$ cat config.mk
export PLATFORM = sky130hd
export DESIGN_NAME = battery_percent_estimator_top
export DESIGN_NICKNAME = d
export VERILOG_FILES = /design/src/rtl/bpe_pkg.sv /design/src/rtl/bpe_ctrl.sv /design/src/rtl/bpe_datapath.sv /design/src/rtl/battery_percent_estimator_top.sv
export SDC_FILE = /design/constraint.sdc
export NUM_CORES = 2
export LEC_CHECK = 0
export BUFFER_PORTS_ARGS = -buffer_cell sky130_fd_sc_hd__buf_2
export CORE_MARGIN = 3
export CORE_UTILIZATION = 30
export DETAILED_ROUTE_END_ITERATION = 8
export PLACE_DENSITY = 0.49
export SYNTH_ARGS = -nofsm -noshare
export SYNTH_HDL_FRONTEND = slang
export SYNTH_SLANG_ARGS = --single-unit
$ cat constraint.sdc
create_clock -name clk -period 7.35 [get_ports clk]
set_input_delay 0.735 -clock clk [delete_from_list [all_inputs] [get_ports clk]]
set_output_delay 0.735 -clock clk [all_outputs]
set_load 0.01 [all_outputs]
$ cat src/rtl/bpe_pkg.sv
// Shared types, constants and curve tables for the battery percent estimator.
// No dependencies; used by the controller, the datapath and the top level.
`default_nettype none

package bpe_pkg;

    localparam int ADC_W    = 12;
    localparam int GAIN_W   = 18;
    localparam int OFFS_W   = 11;
    localparam int CFG_W    = 18;
    localparam int CFG_IDX_W = 1;
    localparam int MV_W     = 14;
    localparam int PCT_W    = 7;
    localparam int Q8_W     = 22;
    localparam int S_W      = 32;
    localparam int PROD_W   = 37;
    localparam int X_W      = 17;
    localparam int REM_W    = 23;
    localparam int SEG_W    = 3;
    localparam int QUO_W    = 5;
    localparam int K_W      = 3;

    localparam int SEGS      = 7;
    localparam int DIV_STEPS = 5;

    // register indexes
    localparam logic [CFG_IDX_W-1:0] REG_GAIN   = 1'b0;
    localparam logic [CFG_IDX_W-1:0] REG_OFFSET = 1'b1;

    localparam logic [GAIN_W-1:0] GAIN_RESET = 18'd65536;

    // voltage window in mV, Q16
    localparam logic signed [S_W-1:0] LO_Q16   = 32'sd196608000;
    localparam logic signed [S_W-1:0] HI_Q16   = 32'sd281804800;
    localparam logic signed [S_W-1:0] HALF_Q16 = 32'sd32768;

    localparam logic signed [PROD_W-1:0] ALPHA_Q16  = 37'sd7864;
    localparam logic signed [PROD_W-1:0] HALF_STEP  = 37'sd32768;
    localparam logic signed [Q8_W:0]     HYST_Q8    = 23'sd1536;

    typedef enum logic [3:0] {
        ST_IDLE,
        ST_MUL,
        ST_CHECK,
        ST_FILT,
        ST_UPD,
        ST_SEG,
        ST_SCALE,
        ST_DIV,
        ST_APPLY,
        ST_DONE
    } state_t;

    typedef struct packed {
        logic load_in;
        logic mul;
        logic check;
        logic filt;
        logic upd;
        logic seg;
        logic scale;
        logic div;
        logic apply;
        logic load_out;
    } cmd_t;

    typedef struct packed {
        logic reject;
        logic seeded;
        logic div_done;
        logic out_free;
    } status_t;

    // curve segment s runs from point s to point s+1
    function automatic logic [Q8_W-1:0] seg_lo_q8(input logic [SEG_W-1:0] s);
        logic [Q8_W-1:0] r;
        begin
            unique case (s)
                3'd0:    r = 22'd819200;
                3'd1:    r = 22'd896000;
                3'd2:    r = 22'd934400;
                3'd3:    r = 22'd960000;
                3'd4:    r = 22'd985600;
                3'd5:    r = 22'd1011200;
                3'd6:    r = 22'd1036800;
                default: r = 22'd1036800;
            endcase
            return r;
        end
    endfunction

    function automatic logic [X_W-1:0] seg_den_q8(input logic [SEG_W-1:0] s);
        logic [X_W-1:0] r;
        begin
            unique case (s)
                3'd0:    r = 17'd76800;
                3'd1:    r = 17'd38400;
                3'd2:    r = 17'd25600;
                3'd3:    r = 17'd25600;
                3'd4:    r = 17'd25600;
                3'd5:    r = 17'd25600;
                3'd6:    r = 17'd28160;
                default: r = 17'd28160;
            endcase
            return r;
        end
    endfunction

    function automatic logic [QUO_W-1:0] seg_dp(input logic [SEG_W-1:0] s);
        logic [QUO_W-1:0] r;
        begin
            unique case (s)
                3'd0:    r = 5'd5;
                3'd1:    r = 5'd10;
                3'd2:    r = 5'd20;
                3'd3:    r = 5'd20;
                3'd4:    r = 5'd20;
                3'd5:    r = 5'd15;
                3'd6:    r = 5'd10;
                default: r = 5'd10;
            endcase
            return r;
        end
    endfunction

    function automatic logic [PCT_W-1:0] seg_base(input logic [SEG_W-1:0] s);
        logic [PCT_W-1:0] r;
        begin
            unique case (s)
                3'd0:    r = 7'd0;
                3'd1:    r = 7'd5;
                3'd2:    r = 7'd15;
                3'd3:    r = 7'd35;
                3'd4:    r = 7'd55;
                3'd5:    r = 7'd75;
                3'd6:    r = 7'd90;
                default: r = 7'd90;
            endcase
            return r;
        end
    endfunction

endpackage

`default_nettype wire

$ cat src/rtl/bpe_ctrl.sv
// Sequencer for the battery percent estimator: steps one reading through the datapath.
// Depends on bpe_pkg (state_t, cmd_t, status_t).
`default_nettype none

module bpe_ctrl (
    input  wire logic              clk,
    input  wire logic              rst_n,
    input  wire logic              in_valid,
    output logic                   in_stall,
    input  wire bpe_pkg::status_t  status,
    output bpe_pkg::cmd_t          cmd
);

    bpe_pkg::state_t state_reg, state_next;

    always_ff @(posedge clk or negedge rst_n)
    begin
        if (!rst_n)
            state_reg <= bpe_pkg::ST_IDLE;
        else
            state_reg <= state_next;
    end

    always_comb
    begin
        state_next = state_reg;
        unique case (state_reg)
            bpe_pkg::ST_IDLE:
            begin
                if (in_valid)
                    state_next = bpe_pkg::ST_MUL;
            end
            bpe_pkg::ST_MUL:   state_next = bpe_pkg::ST_CHECK;
            bpe_pkg::ST_CHECK:
            begin
                if (status.reject)
                    state_next = bpe_pkg::ST_DONE;
                else if (status.seeded)
                    state_next = bpe_pkg::ST_FILT;
                else
                    state_next = bpe_pkg::ST_SEG;
            end
            bpe_pkg::ST_FILT:  state_next = bpe_pkg::ST_UPD;
            bpe_pkg::ST_UPD:   state_next = bpe_pkg::ST_SEG;
            bpe_pkg::ST_SEG:   state_next = bpe_pkg::ST_SCALE;
            bpe_pkg::ST_SCALE: state_next = bpe_pkg::ST_DIV;
            bpe_pkg::ST_DIV:
            begin
                if (status.div_done)
                    state_next = bpe_pkg::ST_APPLY;
            end
            bpe_pkg::ST_APPLY: state_next = bpe_pkg::ST_DONE;
            bpe_pkg::ST_DONE:
            begin
                if (status.out_free)
                    state_next = bpe_pkg::ST_IDLE;
            end
            default:           state_next = bpe_pkg::ST_IDLE;
        endcase
    end

    always_comb
    begin
        cmd      = '0;
        in_stall = 1'b1;
        unique case (state_reg)
            bpe_pkg::ST_IDLE:
            begin
                in_stall    = 1'b0;
                cmd.load_in = in_valid;
            end
            bpe_pkg::ST_MUL:   cmd.mul   = 1'b1;
            bpe_pkg::ST_CHECK: cmd.check = 1'b1;
            bpe_pkg::ST_FILT:  cmd.filt  = 1'b1;
            bpe_pkg::ST_UPD:   cmd.upd   = 1'b1;
            bpe_pkg::ST_SEG:   cmd.seg   = 1'b1;
            bpe_pkg::ST_SCALE: cmd.scale = 1'b1;
            bpe_pkg::ST_DIV:   cmd.div   = 1'b1;
            bpe_pkg::ST_APPLY: cmd.apply = 1'b1;
            bpe_pkg::ST_DONE:  cmd.load_out = status.out_free;
            default:           cmd = '0;
        endcase
    end

endmodule

`default_nettype wire

$ cat src/rtl/bpe_datapath.sv
// Datapath of the battery percent estimator: scaling, window check, filter, curve
// lookup with a restoring divider, hysteresis and the output register. Uses bpe_pkg.
`default_nettype none

module bpe_datapath (
    input  wire logic                              clk,
    input  wire logic                              rst_n,
    input  wire bpe_pkg::cmd_t                     cmd,
    output bpe_pkg::status_t                       status,
    input  wire logic [bpe_pkg::ADC_W-1:0]         adc_mv,
    input  wire logic                              cfg_we,
    input  wire logic [bpe_pkg::CFG_IDX_W-1:0]     cfg_index,
    input  wire logic [bpe_pkg::CFG_W-1:0]         cfg_data,
    output logic                                   out_valid,
    input  wire logic                              out_stall,
    output logic [bpe_pkg::MV_W-1:0]               battery_mv,
    output logic                                   reading_valid,
    output logic [bpe_pkg::PCT_W-1:0]              percent
);

    // configuration and filter state
    logic [bpe_pkg::GAIN_W-1:0]        gain_reg, gain_next;
    logic signed [bpe_pkg::OFFS_W-1:0] offset_reg, offset_next;
    logic                              seeded_reg, seeded_next;
    logic [bpe_pkg::Q8_W-1:0]          sm_reg, sm_next;
    logic [bpe_pkg::Q8_W-1:0]          ref_reg, ref_next;
    logic [bpe_pkg::PCT_W-1:0]         shown_reg, shown_next;
    logic                              ovalid_reg, ovalid_next;

    // per-transaction working registers
    logic [bpe_pkg::ADC_W-1:0]         adc_reg, adc_next;
    logic signed [bpe_pkg::S_W-1:0]    s_reg, s_next;
    logic [bpe_pkg::MV_W-1:0]          mv_reg, mv_next;
    logic                              valid_reg, valid_next;
    logic [bpe_pkg::Q8_W-1:0]          cv_reg, cv_next;
    logic signed [bpe_pkg::PROD_W-1:0] prod_reg, prod_next;
    logic [bpe_pkg::SEG_W-1:0]         seg_reg, seg_next;
    logic [bpe_pkg::X_W-1:0]           x_reg, x_next;
    logic [bpe_pkg::REM_W-1:0]         rem_reg, rem_next;
    logic [bpe_pkg::QUO_W-1:0]         q_reg, q_next;
    logic [bpe_pkg::K_W-1:0]           k_reg, k_next;
    logic [bpe_pkg::PCT_W-1:0]         pct_reg, pct_next;
    logic [bpe_pkg::MV_W-1:0]          omv_reg, omv_next;
    logic                              oval_reg, oval_next;
    logic [bpe_pkg::PCT_W-1:0]         opct_reg, opct_next;

    // combinational helpers
    logic [bpe_pkg::ADC_W+bpe_pkg::GAIN_W-1:0] scaled;
    logic signed [bpe_pkg::S_W-1:0]    s_round;
    logic [bpe_pkg::MV_W-1:0]          mv_sat;
    logic                              adc_zero;
    logic                              in_window;
    logic signed [bpe_pkg::Q8_W:0]     diff;
    logic signed [bpe_pkg::PROD_W-1:0] step_sh;
    logic signed [bpe_pkg::Q8_W+1:0]   sm_sum;
    logic [bpe_pkg::SEG_W-1:0]         seg_sel;
    logic [bpe_pkg::X_W-1:0]           x_sel;
    logic [bpe_pkg::Q8_W-1:0]          cv_off;
    logic [bpe_pkg::REM_W-1:0]         trial;
    logic [bpe_pkg::PCT_W-1:0]         cand;
    logic signed [bpe_pkg::Q8_W:0]     change;

    assign adc_zero  = (adc_reg == '0);
    assign scaled    = adc_reg * gain_reg;
    assign s_round   = s_reg + bpe_pkg::HALF_Q16;
    assign in_window = (s_reg >= bpe_pkg::LO_Q16) && (s_reg <= bpe_pkg::HI_Q16);

    always_comb
    begin
        if (s_round[bpe_pkg::S_W-1])
            mv_sat = '0;
        else if (s_round[30])
            mv_sat = '1;
        else
            mv_sat = s_round[29:16];
    end

    assign diff    = $signed({1'b0, cv_reg}) - $signed({1'b0, sm_reg});
    assign step_sh = (prod_reg + bpe_pkg::HALF_STEP) >>> 16;
    assign sm_sum  = $signed({2'b00, sm_reg}) + $signed(step_sh[bpe_pkg::Q8_W+1:0]);

    // segment whose upper point is the first at or above the voltage
    always_comb
    begin
        seg_sel = bpe_pkg::SEG_W'(bpe_pkg::SEGS - 1);
        for (int s = bpe_pkg::SEGS - 1; s >= 0; s--)
        begin
            if (cv_reg <= bpe_pkg::seg_lo_q8(bpe_pkg::SEG_W'(s))
                          + bpe_pkg::Q8_W'(bpe_pkg::seg_den_q8(bpe_pkg::SEG_W'(s))))
                seg_sel = bpe_pkg::SEG_W'(s);
        end
        cv_off = cv_reg - bpe_pkg::seg_lo_q8(seg_sel);
        if (cv_reg <= bpe_pkg::seg_lo_q8('0))
            x_sel = '0;
        else if (cv_off > bpe_pkg::Q8_W'(bpe_pkg::seg_den_q8(seg_sel)))
            x_sel = bpe_pkg::seg_den_q8(seg_sel);   // above the last point
        else
            x_sel = cv_off[bpe_pkg::X_W-1:0];
    end

    assign trial  = bpe_pkg::REM_W'({bpe_pkg::seg_den_q8(seg_reg), 1'b0}) << k_reg;
    assign cand   = bpe_pkg::seg_base(seg_reg) + bpe_pkg::PCT_W'(q_reg);
    assign change = $signed({1'b0, sm_reg}) - $signed({1'b0, ref_reg});

    always_comb
    begin
        gain_next   = gain_reg;
        offset_next = offset_reg;
        seeded_next = seeded_reg;
        sm_next     = sm_reg;
        ref_next    = ref_reg;
        shown_next  = shown_reg;
        adc_next    = adc_reg;
        s_next      = s_reg;
        mv_next     = mv_reg;
        valid_next  = valid_reg;
        cv_next     = cv_reg;
        prod_next   = prod_reg;
        seg_next    = seg_reg;
        x_next      = x_reg;
        rem_next    = rem_reg;
        q_next      = q_reg;
        k_next      = k_reg;
        pct_next    = pct_reg;

        if (cfg_we)
        begin
            unique case (cfg_index)
                bpe_pkg::REG_GAIN:   gain_next   = cfg_data;
                bpe_pkg::REG_OFFSET: offset_next = $signed(cfg_data[bpe_pkg::OFFS_W-1:0]);
                default:             gain_next   = gain_reg;
            endcase
        end

        if (cmd.load_in)
            adc_next = adc_mv;

        if (cmd.mul)
            s_next = $signed({2'b00, scaled})
                   + $signed({{(bpe_pkg::S_W - bpe_pkg::OFFS_W - 16){offset_reg[bpe_pkg::OFFS_W-1]}},
                              offset_reg, 16'h0000});

        if (cmd.check)
        begin
            mv_next    = adc_zero ? '0 : mv_sat;
            valid_next = in_window && !adc_zero;
            cv_next    = s_reg[29:8];
            pct_next   = '0;
        end

        if (cmd.filt)
            prod_next = bpe_pkg::PROD_W'(diff) * bpe_pkg::ALPHA_Q16;

        if (cmd.upd)
        begin
            sm_next = sm_sum[bpe_pkg::Q8_W-1:0];
            cv_next = sm_sum[bpe_pkg::Q8_W-1:0];
        end

        if (cmd.seg)
        begin
            seg_next = seg_sel;
            x_next   = x_sel;
        end

        // rounded quotient: (x*dp*2 + den) / (2*den)
        if (cmd.scale)
        begin
            rem_next = bpe_pkg::REM_W'(x_reg) * bpe_pkg::REM_W'({bpe_pkg::seg_dp(seg_reg), 1'b0})
                     + bpe_pkg::REM_W'(bpe_pkg::seg_den_q8(seg_reg));
            q_next   = '0;
            k_next   = bpe_pkg::K_W'(bpe_pkg::DIV_STEPS - 1);
        end

        if (cmd.div)
        begin
            if (rem_reg >= trial)
            begin
                rem_next = rem_reg - trial;
                q_next   = {q_reg[bpe_pkg::QUO_W-2:0], 1'b1};
            end
            else
                q_next   = {q_reg[bpe_pkg::QUO_W-2:0], 1'b0};
            k_next = k_reg - 1'b1;
        end

        if (cmd.apply)
        begin
            if (!seeded_reg)
            begin
                seeded_next = 1'b1;
                sm_next     = cv_reg;
                ref_next    = cv_reg;
                shown_next  = cand;
                pct_next    = cand;
            end
            else if (((cand > shown_reg) && (change >= bpe_pkg::HYST_Q8)) ||
                     ((cand < shown_reg) && (change <= -bpe_pkg::HYST_Q8)))
            begin
                shown_next = cand;
                ref_next   = sm_reg;
                pct_next   = cand;
            end
            else
                pct_next   = shown_reg;
        end
    end

    // output register: holds a result until the consumer takes it
    always_comb
    begin
        ovalid_next = ovalid_reg;
        omv_next    = omv_reg;
        oval_next   = oval_reg;
        opct_next   = opct_reg;
        if (ovalid_reg && !out_stall)
            ovalid_next = 1'b0;
        if (cmd.load_out)
        begin
            ovalid_next = 1'b1;
            omv_next    = mv_reg;
            oval_next   = valid_reg;
            opct_next   = pct_reg;
        end
    end

    always_ff @(posedge clk or negedge rst_n)
    begin
        if (!rst_n)
        begin
            gain_reg   <= bpe_pkg::GAIN_RESET;
            offset_reg <= '0;
            seeded_reg <= 1'b0;
            sm_reg     <= '0;
            ref_reg    <= '0;
            shown_reg  <= '0;
            ovalid_reg <= 1'b0;
        end
        else
        begin
            gain_reg   <= gain_next;
            offset_reg <= offset_next;
            seeded_reg <= seeded_next;
            sm_reg     <= sm_next;
            ref_reg    <= ref_next;
            shown_reg  <= shown_next;
            ovalid_reg <= ovalid_next;
        end
    end

    always_ff @(posedge clk)
    begin
        adc_reg   <= adc_next;
        s_reg     <= s_next;
        mv_reg    <= mv_next;
        valid_reg <= valid_next;
        cv_reg    <= cv_next;
        prod_reg  <= prod_next;
        seg_reg   <= seg_next;
        x_reg     <= x_next;
        rem_reg   <= rem_next;
        q_reg     <= q_next;
        k_reg     <= k_next;
        pct_reg   <= pct_next;
        omv_reg   <= omv_next;
        oval_reg  <= oval_next;
        opct_reg  <= opct_next;
    end

    assign status.reject   = adc_zero || !in_window;
    assign status.seeded   = seeded_reg;
    assign status.div_done = (k_reg == '0);
    assign status.out_free = !ovalid_reg || !out_stall;

    assign out_valid     = ovalid_reg;
    assign battery_mv    = omv_reg;
    assign reading_valid = oval_reg;
    assign percent       = opct_reg;

endmodule

`default_nettype wire

$ cat src/rtl/battery_percent_estimator_top.sv
// Battery percent estimator top level: controller plus datapath.
// Depends on bpe_pkg, bpe_ctrl and bpe_datapath.
//
// One ADC reading per transaction gives one result. A reading is taken only
// while the sequencer is idle; a rejected reading (zero, or outside
// 3000..4300 mV) ends after the window check. Each other reading runs
// through one shared datapath: scale multiply, window check, filter multiply
// and update (skipped for the first valid reading), curve segment search,
// interpolation multiply and a five-step restoring divider for the rounded
// percent. The finished result sits in an output register, so the next
// reading is accepted while it waits; the sequencer only pauses at its last
// step if that register is still full.
// Configuration writes take effect at once and belong in idle time.
`default_nettype none

module battery_percent_estimator_top (
    input  wire logic                              clk,
    input  wire logic                              rst_n,
    input  wire logic                              in_valid,
    output logic                                   in_stall,
    input  wire logic [bpe_pkg::ADC_W-1:0]         adc_mv,
    output logic                                   out_valid,
    input  wire logic                              out_stall,
    output logic [bpe_pkg::MV_W-1:0]               battery_mv,
    output logic                                   reading_valid,
    output logic [bpe_pkg::PCT_W-1:0]              percent,
    input  wire logic                              cfg_we,
    input  wire logic [bpe_pkg::CFG_IDX_W-1:0]     cfg_index,
    input  wire logic [bpe_pkg::CFG_W-1:0]         cfg_data
);

    bpe_pkg::cmd_t    cmd;
    bpe_pkg::status_t status;

    bpe_ctrl u_ctrl (
        .clk      (clk),
        .rst_n    (rst_n),
        .in_valid (in_valid),
        .in_stall (in_stall),
        .status   (status),
        .cmd      (cmd)
    );

    bpe_datapath u_datapath (
        .clk           (clk),
        .rst_n         (rst_n),
        .cmd           (cmd),
        .status        (status),
        .adc_mv        (adc_mv),
        .cfg_we        (cfg_we),
        .cfg_index     (cfg_index),
        .cfg_data      (cfg_data),
        .out_valid     (out_valid),
        .out_stall     (out_stall),
        .battery_mv    (battery_mv),
        .reading_valid (reading_valid),
        .percent       (percent)
    );

endmodule

`default_nettype wire
==> results_dict.tcl <==
set metrics [dict create \
    synthArstFlopShare 0.320 \
    grt_max_degree 59 \
    grt_antenna_before_repair 3 \
    dieHeight_um 333 \
    grt_pass1_wl_mm 139 \
    final_common_cell "inv_1" \
    row_count 119 \
    vias_per_cell 4.76 \
    layout.nets 4426 \
    slew_headroom 0.234 \
    yosysSeqAreaShare 0.232 \
    fillers 10800 \
    top_level_ports 60 \
    cp_top_family "adder cells" \
    hold_path.class "in -> async" \
    setup_ws_ns -0.0453 \
    cp.buffers_inverters 5 \
    slowest_stage "fa_1" \
    synthToLayoutAreaGrowth_pct 16.6 \
    ys_types 101 \
    violations "setup timing" \
    dp.cells 5055 \
    synth_area_sq_um 32200 \
    track_usage 0.155 \
    yosysWarnings 0 \
    detail-route-antenna-nets 0 \
    setup_viol 2 \
    synth_seq_cells 269 \
    post-route-period-util 1.01 \
    fin_crit_ns 7.40 \
    place_congestion 0.844 \
    fp.dieArea_sq_um 111000 \
    synth_top_cell_by_area "fa_1" \
    synthCells 3491 \
    dp_hpwl_mm 70.7 \
    worstSetupStartpointType "flip-flop" \
    coreArea_sq_um 106000 \
    largest_register_ffs 32 \
    fin_skew_ns 0.0266 \
    crit_path_end_kind "flip-flop" \
    grt_overflow 0 \
    cts_sinks 269 \
    syn_avg_cell_area_sq_um 9.21 \
    die-width_um 333 \
    cp_max_fo 4 \
    critPathRequiredTime_ns 7.65 \
    synth_top_cell_area_share 0.212 \
    final_cells 5145 \
    wl_mm 85.5 \
    drc_errors 0 \
    post_drt_wl_per_cell_um 16.6 \
    final_cell_mix "inv_1 (582), nand2_1 (396), fa_1 (332)" \
    grt_pass1_vias 25400 \
    clock-root-buffer "clkbuf_16" \
    fmax_ghz 0.135 \
    worstSkewPairLatency_ns 0.57 \
    drive_above_1_share 0.142 \
    status "finished, violations left" \
    report.final.slew_viol_count 0 \
    worstPathArrival_ns 7.70 \
    cts_tree "done" \
    worstMarginPinSlew_ns 1.15 \
    drtPass1Iterations 5 \
    vias 24500 \
    hold_buffers 0 \
    yosys-top-cells-area "fa_1 (21%), edfxtp_1 (15%), ha_1 (13%)" \
    drt_iter0_drc 1148 \
    cts_buffer_depth 3 \
    syn_nets 4192 \
    synth-edff-count 163 \
    cts_made_buffers 36 \
    finalHoldViolCount 0 \
    drv_cap 0 \
    start_util 0.304 \
    critPathMaxStageDelay_ns 0.57 \
    clk_pin_slew_ns 0.06 \
    port_buffers 59 \
    cts_max_level 2 \
    yosys_most_used_dff "edfxtp_1" \
    critPathKind "reg -> reg" \
    rsz0062_at_grt "yes" \
]
final timing paths:
| check | startpoint | to | slack (ns) | cells after the start |
|---|---|---|---|---|
| setup / recovery | u_datapath.cv_reg[0] | u_datapath.prod_reg[36] | -0.05 | 30 |
| hold / removal | rst_n | u_datapath.gain_reg[9] | 0.12 | 1 |
| setup reg to reg | u_datapath.cv_reg[0] | u_datapath.prod_reg[36] | -0.05 | 30 |
| hold reg to reg | u_datapath.mv_reg[10] | u_datapath.battery_mv[10] | 0.41 | 0 |
| max in group asynchronous | rst_n | u_datapath.sm_reg[1] | 5.90 | 2 |
| min in group clk | adc_mv[7] | u_datapath.adc_reg[7] | 0.35 | 1 |
cells in the mapped netlist (16+ instances only):
cell type    n
clkbuf_1    99
a211oi_1    27
and3_1      33
inv_1      593
ha_1       324
mux2i_1     50
a31oi_1     35
nor2_1     161
o21ai_0    113
nand2_1    396
nor4_1      16
xnor2_1    110
and2_1     113
o21bai_1    20
nand3_1     57
xor2_1      67
nor3_1      54
o21a_1      33
nand4_1     20
edfxtp_1   163
fa_1       341
mux2_2      29
nor2b_1     27
o31ai_1     17
dfxtp_1     20
a21o_1      64
a21oi_1    177
nand2b_1    30
dfrtp_1     85
timing repair:
action,CTS,global route
resized for setup,48,76
setup buffers,8,17
pin swaps,61,76
endpoints found under the setup margin,7,18
cells by family after synthesis:
group | count (synthesis) | share of synthesized area
adders and majority gates | 666 | 0.339
muxes | 81 | 0.0264
AOI/OAI and AO/OA | 627 | 0.128
and+or+nand+nor | 961 | 0.143
buffers and inverters | 708 | 0.0837
xor gates and xnor gates | 179 | 0.0492
DFF | 269 | 0.232
through the flow:
| stage | TNS (ns) | utilization | hold slack (ns) | cell area (sq um) | setup slack (ns) |
|---|---|---|---|---|---|
| floorplan | 0 | - | 0.400 | 32200 | 0.00346 |
| global placement | -0.792 | 0.336 | 0.402 | 35600 | -0.290 |
| detailed placement | -0.915 | 0.336 | 0.405 | 35600 | -0.323 |
| CTS | -0.286 | 0.350 | 0.107 | 37100 | -0.170 |
| global route | -1.38 | 0.354 | 0.132 | 37500 | -0.382 |
| finish | -0.0790 | 0.354 | 0.121 | 37500 | -0.0453 |
worst reg2reg max path, delay by kind of cell (launching register included):
| family | cells | cell delay [ns] |
|---|---|---|
| adder cells (fa/ha/maj) | 8 | 2.91 |
| XOR/XNOR | 2 | 0.31 |
| buffers and inverters | 5 | 0.39 |
| AND/OR/NAND/NOR | 3 | 0.94 |
| AO/OA/AOI/OAI | 12 | 2.21 |
| flip-flops | 1 | 0.39 |
final cells by class:
type	count	area, sq um	share of cell area
Clock buffer	45	956	0.0255
Tap cell	1391	1740	0.0464
Antenna cell	1	2.50	0.0000667
Multi-Input combinational cell	2514	22600	0.604
Clock inverter	21	270	0.00721
Inverter	596	2240	0.0597
Timing Repair Buffer	308	2210	0.0588
Sequential cell	269	7450	0.199
routing by layer:
layer  GRT usage  routed length (um)  part of all wire
met3      0.0194                2820             0.033
met4      0.0352                1790             0.021
met2       0.268               41100              0.48
met5           0                   0                 0
met1       0.208               39800              0.47
Power is not shown: default switching activity piles up to over one toggle a cycle in this logic, so the estimate is an artifact.
